==> src/bscu_pkg.sv <==
// ----------------------------------------------------------------------------
// Barometric sensor compensation package
// Payload types, unit request/response structs, register map and scale table.
// ----------------------------------------------------------------------------
package bscu_pkg;

	localparam int RAW_W     = 24;
	localparam int DIVISOR_W = 23;
	localparam int VALUE_W   = 48;
	localparam int CFG_AW    = 5;

	localparam logic MEAS_TEMP = 1'b0;
	localparam logic MEAS_PRES = 1'b1;

	typedef struct packed {
		logic                    command;
		logic signed [RAW_W-1:0] raw_sample;
	} cmd_t;

	typedef struct packed {
		logic                      result_kind;
		logic signed [VALUE_W-1:0] compensated_value;
		logic                      saturated;
	} res_t;

	typedef struct packed {
		logic                    start;
		logic [2:0]              idx;
		logic signed [RAW_W-1:0] raw;
	} div_req_t;

	typedef struct packed {
		logic               done;
		logic               clip;
		logic signed [31:0] value;
	} div_rsp_t;

	typedef struct packed {
		logic               start;
		logic               shift;
		logic signed [63:0] x;
		logic signed [63:0] y;
	} mul_req_t;

	typedef struct packed {
		logic               done;
		logic               clip;
		logic signed [63:0] value;
	} mul_rsp_t;

	typedef enum logic [2:0] {
		REG_C0      = 3'd0,
		REG_C1      = 3'd1,
		REG_C00     = 3'd2,
		REG_C10     = 3'd3,
		REG_C01_C11 = 3'd4,
		REG_C20_C21 = 3'd5,
		REG_C30     = 3'd6,
		REG_OSR     = 3'd7
	} reg_idx_t;

	function automatic logic [DIVISOR_W-1:0] scale_divisor(input logic [2:0] idx);
		logic [DIVISOR_W-1:0] d;
		case (idx)
			3'd0:    d = 23'd524288;
			3'd1:    d = 23'd1572864;
			3'd2:    d = 23'd3670016;
			3'd3:    d = 23'd7864320;
			3'd4:    d = 23'd253952;
			3'd5:    d = 23'd516096;
			3'd6:    d = 23'd1040384;
			default: d = 23'd2088960;
		endcase
		return d;
	endfunction

endpackage

==> src/bscu_div.sv <==
// ----------------------------------------------------------------------------
// Scaling divider
// Restoring bit-serial divide of the raw magnitude by the oversampling scale,
// one quotient bit per cycle, then clamp to signed 32 bits.
// ----------------------------------------------------------------------------
module bscu_div #(
	parameter int SCALED_FRAC_BITS = 24
) (
	input  logic                clk,
	input  logic                arst_n,
	input  bscu_pkg::div_req_t  req,
	output bscu_pkg::div_rsp_t  rsp
);
	import bscu_pkg::*;

	localparam int DW = RAW_W + SCALED_FRAC_BITS;
	localparam int CW = $clog2(DW + 1);

	typedef enum logic [1:0] {D_IDLE, D_RUN, D_FIN} dstate_t;

	dstate_t                state_q;
	logic [DW-1:0]          quo_q;
	logic [DIVISOR_W-1:0]   rem_q;
	logic [DIVISOR_W-1:0]   div_q;
	logic [CW-1:0]          cnt_q;
	logic                   neg_q;
	logic [RAW_W-1:0]       mag;
	logic [DIVISOR_W+1:0]   diff;
	logic                   over;
	logic [31:0]            qlo;

	assign mag  = req.raw[RAW_W-1] ? RAW_W'(-req.raw) : RAW_W'(req.raw);
	assign diff = {1'b0, rem_q, quo_q[DW-1]} - {2'b00, div_q};
	assign qlo  = quo_q[31:0];
	assign over = (|quo_q[DW-1:32]) || (neg_q ? (qlo > 32'h8000_0000) : qlo[31]);

	always_ff @(posedge clk or negedge arst_n) begin
		if (!arst_n) begin
			state_q   <= D_IDLE;
			quo_q     <= '0;
			rem_q     <= '0;
			div_q     <= '0;
			cnt_q     <= '0;
			neg_q     <= 1'b0;
			rsp       <= '0;
		end else begin
			rsp.done <= 1'b0;
			unique case (state_q)
				D_IDLE: begin
					if (req.start) begin
						quo_q   <= DW'(mag) << SCALED_FRAC_BITS;
						rem_q   <= '0;
						div_q   <= scale_divisor(req.idx);
						neg_q   <= req.raw[RAW_W-1];
						cnt_q   <= CW'(DW);
						state_q <= D_RUN;
					end
				end
				D_RUN: begin
					if (!diff[DIVISOR_W+1]) begin
						rem_q <= diff[DIVISOR_W-1:0];
					end else begin
						rem_q <= {rem_q[DIVISOR_W-2:0], quo_q[DW-1]};
					end
					quo_q <= {quo_q[DW-2:0], ~diff[DIVISOR_W+1]};
					cnt_q <= cnt_q - 1'b1;
					if (cnt_q == CW'(1)) state_q <= D_FIN;
				end
				D_FIN: begin
					rsp.done <= 1'b1;
					rsp.clip <= over;
					if (over) begin
						rsp.value <= neg_q ? 32'sh8000_0000 : 32'sh7FFF_FFFF;
					end else begin
						rsp.value <= neg_q ? $signed(-qlo) : $signed(qlo);
					end
					state_q <= D_IDLE;
				end
				default: state_q <= D_IDLE;
			endcase
		end
	end

endmodule

==> src/bscu_mul.sv <==
// ----------------------------------------------------------------------------
// Serial multiplier
// Sign-magnitude shift-add multiply, one multiplier bit per cycle, with an
// optional fixed fraction shift and clamp to signed 64 bits.
// ----------------------------------------------------------------------------
module bscu_mul #(
	parameter int SCALED_FRAC_BITS = 24
) (
	input  logic                clk,
	input  logic                arst_n,
	input  bscu_pkg::mul_req_t  req,
	output bscu_pkg::mul_rsp_t  rsp
);
	import bscu_pkg::*;

	localparam int STEPS = 64;
	localparam int CW    = $clog2(STEPS + 1);

	typedef enum logic [1:0] {M_IDLE, M_RUN, M_FIN} mstate_t;

	mstate_t        state_q;
	logic [127:0]   prod_q;
	logic [63:0]    a_q;
	logic [63:0]    b_q;
	logic [CW-1:0]  cnt_q;
	logic           neg_q;
	logic           shift_q;
	logic [64:0]    psum;
	logic [127:0]   shifted;
	logic [63:0]    lo;
	logic           over;

	assign psum    = {1'b0, prod_q[127:64]} + (b_q[0] ? {1'b0, a_q} : 65'd0);
	assign shifted = shift_q ? (prod_q >> SCALED_FRAC_BITS) : prod_q;
	assign lo      = shifted[63:0];
	assign over    = (|shifted[127:64]) ||
		(neg_q ? (lo > 64'h8000_0000_0000_0000) : lo[63]);

	always_ff @(posedge clk or negedge arst_n) begin
		if (!arst_n) begin
			state_q <= M_IDLE;
			prod_q  <= '0;
			a_q     <= '0;
			b_q     <= '0;
			cnt_q   <= '0;
			neg_q   <= 1'b0;
			shift_q <= 1'b0;
			rsp     <= '0;
		end else begin
			rsp.done <= 1'b0;
			unique case (state_q)
				M_IDLE: begin
					if (req.start) begin
						a_q     <= req.x[63] ? 64'(-req.x) : 64'(req.x);
						b_q     <= req.y[63] ? 64'(-req.y) : 64'(req.y);
						neg_q   <= req.x[63] ^ req.y[63];
						shift_q <= req.shift;
						prod_q  <= '0;
						cnt_q   <= CW'(STEPS);
						state_q <= M_RUN;
					end
				end
				M_RUN: begin
					prod_q <= {psum, prod_q[63:1]};
					b_q    <= b_q >> 1;
					cnt_q  <= cnt_q - 1'b1;
					if (cnt_q == CW'(1)) state_q <= M_FIN;
				end
				M_FIN: begin
					rsp.done <= 1'b1;
					rsp.clip <= over;
					if (over) begin
						rsp.value <= neg_q ? 64'sh8000_0000_0000_0000 : 64'sh7FFF_FFFF_FFFF_FFFF;
					end else begin
						rsp.value <= neg_q ? $signed(-lo) : $signed(lo);
					end
					state_q <= M_IDLE;
				end
				default: state_q <= M_IDLE;
			endcase
		end
	end

endmodule

==> src/baro_sensor_compensation_unit.sv <==
// ----------------------------------------------------------------------------
// Barometric sensor compensation unit
// Scales raw temperature/pressure samples and evaluates the calibration
// polynomial with a serial divider and a serial multiply-add sequencer.
// ----------------------------------------------------------------------------
// Channel | Dir | Handshake           | Payload
// cmd     | in  | cmd_valid/cmd_ready | cmd_t: command, raw_sample
// res     | out | res_valid/res_ready | res_t: result_kind, compensated_value, saturated
// cfg     | in  | APB, pready tied 1  | 8 coefficient/oversampling registers, up to 32 bits wide
//
// Each item runs the divide, then its multiply-adds, then the output conversion:
// one multiply-add for temperature, six for pressure, all on the single
// bit-serial multiplier.
// Reset clears coefficients, the stored temperature and all control state.
// A waiting result does not block the next accept; the sequencer stalls only
// in its final step until the output register is free.
// ----------------------------------------------------------------------------
module baro_sensor_compensation_unit #(
	parameter int SCALED_FRAC_BITS = 24,
	parameter int RESULT_FRAC_BITS = 16
) (
	input  logic                          clk,
	input  logic                          arst_n,
	input  logic                          cmd_valid,
	output logic                          cmd_ready,
	input  bscu_pkg::cmd_t                cmd,
	output logic                          res_valid,
	input  logic                          res_ready,
	output bscu_pkg::res_t                res,
	input  logic                          psel,
	input  logic                          penable,
	input  logic                          pwrite,
	input  logic [bscu_pkg::CFG_AW-1:0]   paddr,
	input  logic [31:0]                   pwdata,
	output logic [31:0]                   prdata,
	output logic                          pready
);
	import bscu_pkg::*;

	localparam int SH_UP = (RESULT_FRAC_BITS > SCALED_FRAC_BITS) ?
		RESULT_FRAC_BITS - SCALED_FRAC_BITS : 0;
	localparam int SH_DN = (SCALED_FRAC_BITS >= RESULT_FRAC_BITS) ?
		SCALED_FRAC_BITS - RESULT_FRAC_BITS : 0;
	localparam logic [71:0] LIM_POS = (72'd1 << (VALUE_W - 1)) - 72'd1;
	localparam logic [71:0] LIM_NEG = 72'd1 << (VALUE_W - 1);

	typedef enum logic [2:0] {S_IDLE, S_SCALE, S_MUL, S_ADD, S_FIN1, S_FIN2} state_t;

	// configuration registers
	logic signed [11:0] c0_q, c1_q;
	logic signed [19:0] c00_q, c10_q;
	logic [31:0]        c01_c11_q, c20_c21_q;
	logic signed [15:0] c30_q;
	logic [5:0]         osr_q;
	logic               wr_en;

	assign pready = 1'b1;
	assign wr_en  = psel && penable && pwrite;

	always_ff @(posedge clk or negedge arst_n) begin
		if (!arst_n) begin
			c0_q      <= '0;
			c1_q      <= '0;
			c00_q     <= '0;
			c10_q     <= '0;
			c01_c11_q <= '0;
			c20_c21_q <= '0;
			c30_q     <= '0;
			osr_q     <= '0;
		end else if (wr_en) begin
			unique case (reg_idx_t'(paddr[4:2]))
				REG_C0:      c0_q      <= pwdata[11:0];
				REG_C1:      c1_q      <= pwdata[11:0];
				REG_C00:     c00_q     <= pwdata[19:0];
				REG_C10:     c10_q     <= pwdata[19:0];
				REG_C01_C11: c01_c11_q <= pwdata;
				REG_C20_C21: c20_c21_q <= pwdata;
				REG_C30:     c30_q     <= pwdata[15:0];
				REG_OSR:     osr_q     <= pwdata[5:0];
				default:     ;
			endcase
		end
	end

	always_comb begin
		unique case (reg_idx_t'(paddr[4:2]))
			REG_C0:      prdata = {20'd0, c0_q};
			REG_C1:      prdata = {20'd0, c1_q};
			REG_C00:     prdata = {12'd0, c00_q};
			REG_C10:     prdata = {12'd0, c10_q};
			REG_C01_C11: prdata = c01_c11_q;
			REG_C20_C21: prdata = c20_c21_q;
			REG_C30:     prdata = {16'd0, c30_q};
			REG_OSR:     prdata = {26'd0, osr_q};
			default:     prdata = '0;
		endcase
	end

	// sequencer state
	state_t             state_q;
	logic               kind_q;
	logic signed [23:0] raw_q;
	logic signed [31:0] sc_q;
	logic signed [31:0] t_q;
	logic signed [63:0] r_q;
	logic signed [63:0] pp_q;
	logic signed [63:0] mres_q;
	logic [63:0]        mag_q;
	logic               rneg_q;
	logic [2:0]         step_q;
	logic               clip_q;
	logic               div_start_q;
	logic               mul_start_q;
	logic               res_valid_q;
	res_t               res_q;

	div_req_t div_req;
	div_rsp_t div_rsp;
	mul_req_t mul_req;
	mul_rsp_t mul_rsp;

	// c0/2 truncated toward zero
	logic signed [12:0] c0_x;
	logic signed [11:0] c0h;
	assign c0_x = 13'(c0_q) + $signed({12'd0, c0_q[11]});
	assign c0h  = 12'(c0_x >>> 1);

	logic signed [63:0] op_x, op_y, addend;
	logic               op_shift;
	logic               last_step;

	always_comb begin
		op_x     = 64'(sc_q);
		op_y     = r_q;
		op_shift = 1'b1;
		addend   = pp_q;
		if (kind_q == MEAS_TEMP) begin
			op_x     = 64'(c1_q);
			op_y     = 64'(t_q);
			op_shift = 1'b0;
			addend   = 64'(c0h) <<< SCALED_FRAC_BITS;
		end else begin
			case (step_q)
				3'd0: begin
					op_y     = 64'(c30_q);
					op_shift = 1'b0;
					addend   = 64'($signed(c20_c21_q[15:0])) <<< SCALED_FRAC_BITS;
				end
				3'd1: addend = 64'(c10_q) <<< SCALED_FRAC_BITS;
				3'd2: addend = 64'(c00_q) <<< SCALED_FRAC_BITS;
				3'd3: begin
					op_y     = 64'($signed(c20_c21_q[31:16]));
					op_shift = 1'b0;
					addend   = 64'($signed(c01_c11_q[31:16])) <<< SCALED_FRAC_BITS;
				end
				3'd4: addend = 64'($signed(c01_c11_q[15:0])) <<< SCALED_FRAC_BITS;
				default: op_x = 64'(t_q);
			endcase
		end
	end

	assign last_step = (kind_q == MEAS_TEMP) || (step_q == 3'd5);

	// saturating accumulate
	logic signed [63:0] sum_raw, sum_sat;
	logic               sum_ovf;
	assign sum_raw = addend + mres_q;
	assign sum_ovf = (addend[63] == mres_q[63]) && (sum_raw[63] != addend[63]);
	assign sum_sat = sum_ovf ? (addend[63] ? 64'sh8000_0000_0000_0000 :
		64'sh7FFF_FFFF_FFFF_FFFF) : sum_raw;

	// conversion to result format
	logic [71:0]        mwide;
	logic               res_over;
	logic [VALUE_W-1:0] mclamp;
	assign mwide    = ({8'd0, mag_q} << SH_UP) >> SH_DN;
	assign res_over = rneg_q ? (mwide > LIM_NEG) : (mwide > LIM_POS);
	assign mclamp   = res_over ? (rneg_q ? VALUE_W'(LIM_NEG) : VALUE_W'(LIM_POS)) :
		mwide[VALUE_W-1:0];

	assign div_req.start = div_start_q;
	assign div_req.idx   = (kind_q == MEAS_PRES) ? osr_q[5:3] : osr_q[2:0];
	assign div_req.raw   = raw_q;

	assign mul_req.start = mul_start_q;
	assign mul_req.shift = op_shift;
	assign mul_req.x     = op_x;
	assign mul_req.y     = op_y;

	bscu_div #(.SCALED_FRAC_BITS(SCALED_FRAC_BITS)) u_div (
		.clk    (clk),
		.arst_n (arst_n),
		.req    (div_req),
		.rsp    (div_rsp)
	);

	bscu_mul #(.SCALED_FRAC_BITS(SCALED_FRAC_BITS)) u_mul (
		.clk    (clk),
		.arst_n (arst_n),
		.req    (mul_req),
		.rsp    (mul_rsp)
	);

	always_ff @(posedge clk or negedge arst_n) begin
		if (!arst_n) begin
			state_q     <= S_IDLE;
			kind_q      <= MEAS_TEMP;
			raw_q       <= '0;
			sc_q        <= '0;
			t_q         <= '0;
			r_q         <= '0;
			pp_q        <= '0;
			mres_q      <= '0;
			mag_q       <= '0;
			rneg_q      <= 1'b0;
			step_q      <= '0;
			clip_q      <= 1'b0;
			div_start_q <= 1'b0;
			mul_start_q <= 1'b0;
			res_valid_q <= 1'b0;
			res_q       <= '0;
		end else begin
			div_start_q <= 1'b0;
			mul_start_q <= 1'b0;
			if (res_valid_q && res_ready) res_valid_q <= 1'b0;
			unique case (state_q)
				S_IDLE: begin
					if (cmd_valid) begin
						kind_q      <= cmd.command;
						raw_q       <= cmd.raw_sample;
						clip_q      <= 1'b0;
						div_start_q <= 1'b1;
						state_q     <= S_SCALE;
					end
				end
				S_SCALE: begin
					if (div_rsp.done) begin
						sc_q   <= div_rsp.value;
						clip_q <= clip_q | div_rsp.clip;
						if (kind_q == MEAS_TEMP) t_q <= div_rsp.value;
						step_q      <= '0;
						mul_start_q <= 1'b1;
						state_q     <= S_MUL;
					end
				end
				S_MUL: begin
					if (mul_rsp.done) begin
						mres_q  <= mul_rsp.value;
						clip_q  <= clip_q | mul_rsp.clip;
						state_q <= S_ADD;
					end
				end
				S_ADD: begin
					r_q    <= sum_sat;
					clip_q <= clip_q | sum_ovf;
					// polynomial in p is parked while the temperature term is built
					if (kind_q == MEAS_PRES && step_q == 3'd2) pp_q <= sum_sat;
					if (last_step) begin
						state_q <= S_FIN1;
					end else begin
						step_q      <= step_q + 3'd1;
						mul_start_q <= 1'b1;
						state_q     <= S_MUL;
					end
				end
				S_FIN1: begin
					mag_q   <= r_q[63] ? 64'(-r_q) : 64'(r_q);
					rneg_q  <= r_q[63];
					state_q <= S_FIN2;
				end
				S_FIN2: begin
					if (!res_valid_q || res_ready) begin
						res_q.result_kind       <= kind_q;
						res_q.compensated_value <= rneg_q ? $signed(-mclamp) : $signed(mclamp);
						res_q.saturated         <= clip_q | res_over;
						res_valid_q             <= 1'b1;
						state_q                 <= S_IDLE;
					end
				end
				default: state_q <= S_IDLE;
			endcase
		end
	end

	assign cmd_ready = (state_q == S_IDLE);
	assign res_valid = res_valid_q;
	assign res       = res_q;

endmodule

==> config.mk <==
export PLATFORM = sky130hd
export DESIGN_NAME = baro_sensor_compensation_unit
export DESIGN_NICKNAME = d
export VERILOG_FILES = /design/src/bscu_pkg.sv /design/src/bscu_div.sv /design/src/bscu_mul.sv /design/src/baro_sensor_compensation_unit.sv
export SDC_FILE = /design/constraint.sdc
export NUM_CORES = 2
export LEC_CHECK = 0
export ABC_AREA = 1
export BUFFER_PORTS_ARGS = -buffer_cell sky130_fd_sc_hd__buf_2
export CAP_MARGIN = 20
export CORE_ASPECT_RATIO = 1.75
export CORE_MARGIN = 2
export CORE_UTILIZATION = 55
export DETAILED_ROUTE_END_ITERATION = 8
export PLACE_DENSITY = 0.71
export SETUP_SLACK_MARGIN = 0.4
export SLEW_MARGIN = 30
export SYNTH_ARGS = -nofsm -noshare
export SYNTH_HDL_FRONTEND = slang
export SYNTH_HIERARCHICAL = 1
export SYNTH_SLANG_ARGS = --single-unit
==> constraint.sdc <==
create_clock -name clk -period 12.55 [get_ports clk]
set_input_delay 0 -clock clk [delete_from_list [all_inputs] [get_ports clk]]
set_output_delay 0 -clock clk [all_outputs]
set_load 0.01 [all_outputs]
==> out/metrics.yaml <==
status: "finished, violations left"
violations: "negative hold slack"
synth.top_cell.area_share_pct: 38.4
synth_area_um2: 65200
clock_sinks: 1001
grt_antenna_before_repair: 30
path_delay_family: "simple AND/OR/NAND/NOR gates"
finalMaxSlewViolations: 0
cap_viol_max_count: 0
worstSkewPairLatency_ps: 810
grt_util_met1_pct: 44.0
crit_buf_inv: 4
hold_start: "pwdata[19]"
drcViolationCount: 0
dieArea_um2: 121000
wl_per_cell_um: 24.8
io_pins: 154
syn_inst: 9488
dp_worst_setup_slack_ps: 6120
crit_chain: "inv_1 > ha_1 > nand2_1 > clkinv_1 > a2111oi_0 > a221oi_1 > ha_1 > nand2_1 > nor2_1 > nand2_1 > nor4_1 > nand2_1 > nand2_1 > nand3b_1 > nand2_2 > nor2_2 > buf_4 > inv_2 > nand2_1 > o21ai_0 > nand2_1 > o21ai_0"
startpoint_type: "flop"
hold_viol_final: 1
worstRegToRegCells: 22
dp_hpwl_um: 206000
die_x_um: 264
regToRegSetupSlack_ps: 5770
grt_first_pass_wirelength_um: 410000
setup_viol: 0
cts_buffer_depth: 3
dieHeight_um: 460
placementRows: 167
synth.most_common_cell: "nand2_1"
p_leak_nw: 35.6
netlist_top_cells_count: "nand2_1 (2710), nor2_1 (1113), inv_1 (1050)"
fin_worst_skew_ps: 75.6
ys_ff_latch: 1001
firstDrtPassIters: 9
whs_ps: -1.04
fin_ws_ps: 5770
grt_pass1_vias: 65611
cts_tree: "yes"
ant_nets: 0
cp_slowest_stage_delay_ps: 950
fin_tns_setup_ps: 0
reg2reg_from: "step_q[0]"
path_class: "flop to flop"
grt_overflow: 0
drtIter0Drc: 7262
rsz0062_at_grt: "false"
use_met3_pct: 11.1
relSlewSlack_pct: 27.2
ys_seq_area_share_pct: 38.4
globalplace.congestion: 1.07
grt_max_degree: 185
min_path_cells: 4
start_util_pct: 55.3
cp-end-kind: "flop"
power_mw: 19.4
worstMarginPinSlew_ps: 1080
synth_edf_count: 0
ys.flop_type: "dfrtp_1"
cp_max_fo: 44
coreArea_um2: 118000
htreeDepth: 3
portBuffers: 150
cts_buffers: 97
synth-async-reset-ratio_pct: 100
slowest_stage: "a2111oi_0"
whs_endpoint: "c01_c11_q[19]"
wl_um: 277000
avgSynthCellArea_um2: 6.88
required_ps: 13250
clk_pin_slew_ps: 70
reg2reg_to: "pp_q[58]"
yosys-top-cells-area: "dfrtp_1 (38%), nand2_1 (16%), o21ai_0 (6.8%), nor2_1 (6.4%), inv_1 (6.0%)"
finalCritPeriodShare_pct: 54.0
vias: 67693
cts.root.buffer_cell: "clkbuf_16"
areaGrowthSynthToFinish_pct: 10.1
synth_largest_area_cell: "dfrtp_1"
final_nets: 9791
grt_use_total_pct: 45.5
yosysWarnings: 6
arrival_ps: 7470
fmax_mhz: 148
hp-class: "primary input to flop"
crit_path_frequent_cell: "nand2_1"
synth_cell_types: 72
grtUsageMet2_pct: 75.6
drive_gt1_share_pct: 6.42
power_density_nw_per_um2: 271
top_usage_layer: "met2"
syn-num-nets: 9713
min_period_ps: 6780
ir_worst_vdd_uv: 245
via_per_inst: 6.05
final cells by class:
class | count | area (um^2)
fill | 10970 | 46200
inverter | 1072 | 4030
tap | 1521 | 1900
sequential | 1001 | 25100
timing repair buffer | 363 | 2780
clock buffer | 125 | 2730
multi-input combinational | 7031 | 34600
antenna | 19 | 47.5
clock inverter | 55 | 709
worst max-delay path by stage:
| stage | from | end | slack, ps | cells past startpoint |
|---|---|---|---|---|
| after floorplan | step_q[1] | u_mul/a_q[52] | 3400 | 14 |
| after global placement | step_q[1] | r_q[58] | 6200 | 24 |
| after detailed placement | step_q[1] | r_q[58] | 6120 | 24 |
| after CTS | step_q[0] | r_q[28] | 6050 | 24 |
| after global routing | step_q[0] | r_q[58] | 5490 | 24 |
| final | step_q[0] | pp_q[58] | 5770 | 22 |
through the flow:
step	cell area, um^2	hold slack (ps)	utilization, %	cells
floorplan	65200	-296	-	9488
global placement	66900	-12.2	56.7	10857
detailed placement	66900	-10.2	56.7	10857
CTS	71700	1.37	60.7	11162
global route	71800	15.2	60.8	11171
finish	71800	-1.04	60.8	11187
sequential cells by signal (all words and copies together), names as in the netlist, 34 cells and up:
| name | count |
|---|---|
| mres_q | 64 |
| r_q | 64 |
| u_mul/b_q | 64 |
| u_div/rsp | 34 |
| res | 50 |
| u_div/quo_q | 48 |
| u_mul/prod_q | 128 |
| u_mul/a_q | 64 |
| u_mul/rsp | 66 |
| mag_q | 56 |
| pp_q | 64 |
metal layers:
metal / up-vias / share of wire [%]
met3: 1339 / 7.7
met5: - / 0.044
li1: 31154 / -
met1: 31620 / 31
met2: 3560 / 47
met4: 20 / 14
where the power goes:
| part | switching, mW | internal [mW] | total [mW] | leakage (nW) |
|---|---|---|---|---|
| clock network | 1.45 | 1.75 | 3.19 | 1.68 |
| registers | 1.02 | 4.18 | 5.19 | 13.0 |
| logic | 8.00 | 3.05 | 11.1 | 20.9 |
worst reg2reg max path, delay by kind of cell (launching register included):
kind                     cells  cell delay [ps]
AO/OA/AOI/OAI                4             1750
adder cells (fa/ha/maj)      2              640
buffers and inverters        4             1670
flip-flops                   1              440
AND/OR/NAND/NOR             12             2210
cell families after synthesis:
kind of cell | share of synthesized area, %
other | 0.00575
adders and majority gates | 3.03
and+or+nand+nor | 29.2
xor gates and xnor gates | 2.77
muxes | 1.10
buffers and inverters | 8.87
AOI/OAI and AO/OA | 16.6
DFF | 38.4
repair_timing:
item,4_1_cts,5_1_grt
endpoints found under the hold margin,464,0
resized for setup,0,0
setup buffers,0,0
hold buffers,125,0
placed cells by master, fill, tap and decap left out, types with 47 or more instances in the layout:
| cell type | netlist | routed |
|---|---|---|
| buf_2 | 34 | 150 |
| dlygate4sd3_1 | 0 | 124 |
| o22ai_1 | 181 | 181 |
| nor3_1 | 101 | 98 |
| nand2_1 | 2710 | 2705 |
| inv_1 | 1050 | 1046 |
| a31oi_1 | 49 | 49 |
| mux2_2 | 63 | 63 |
| dfrtp_1 | 1001 | 996 |
| nand4_1 | 110 | 110 |
| o21ai_0 | 886 | 881 |
| ha_1 | 153 | 153 |
| a21oi_1 | 478 | 477 |
| o21ai_1 | 52 | 54 |
| nor2_1 | 1113 | 1102 |
| buf_4 | 22 | 74 |
| xnor2_1 | 47 | 47 |
| nand3_1 | 503 | 502 |
| clkbuf_16 | 0 | 97 |
| a22oi_1 | 83 | 83 |
| xor2_1 | 159 | 159 |
Power figures use the tool's default switching activity.
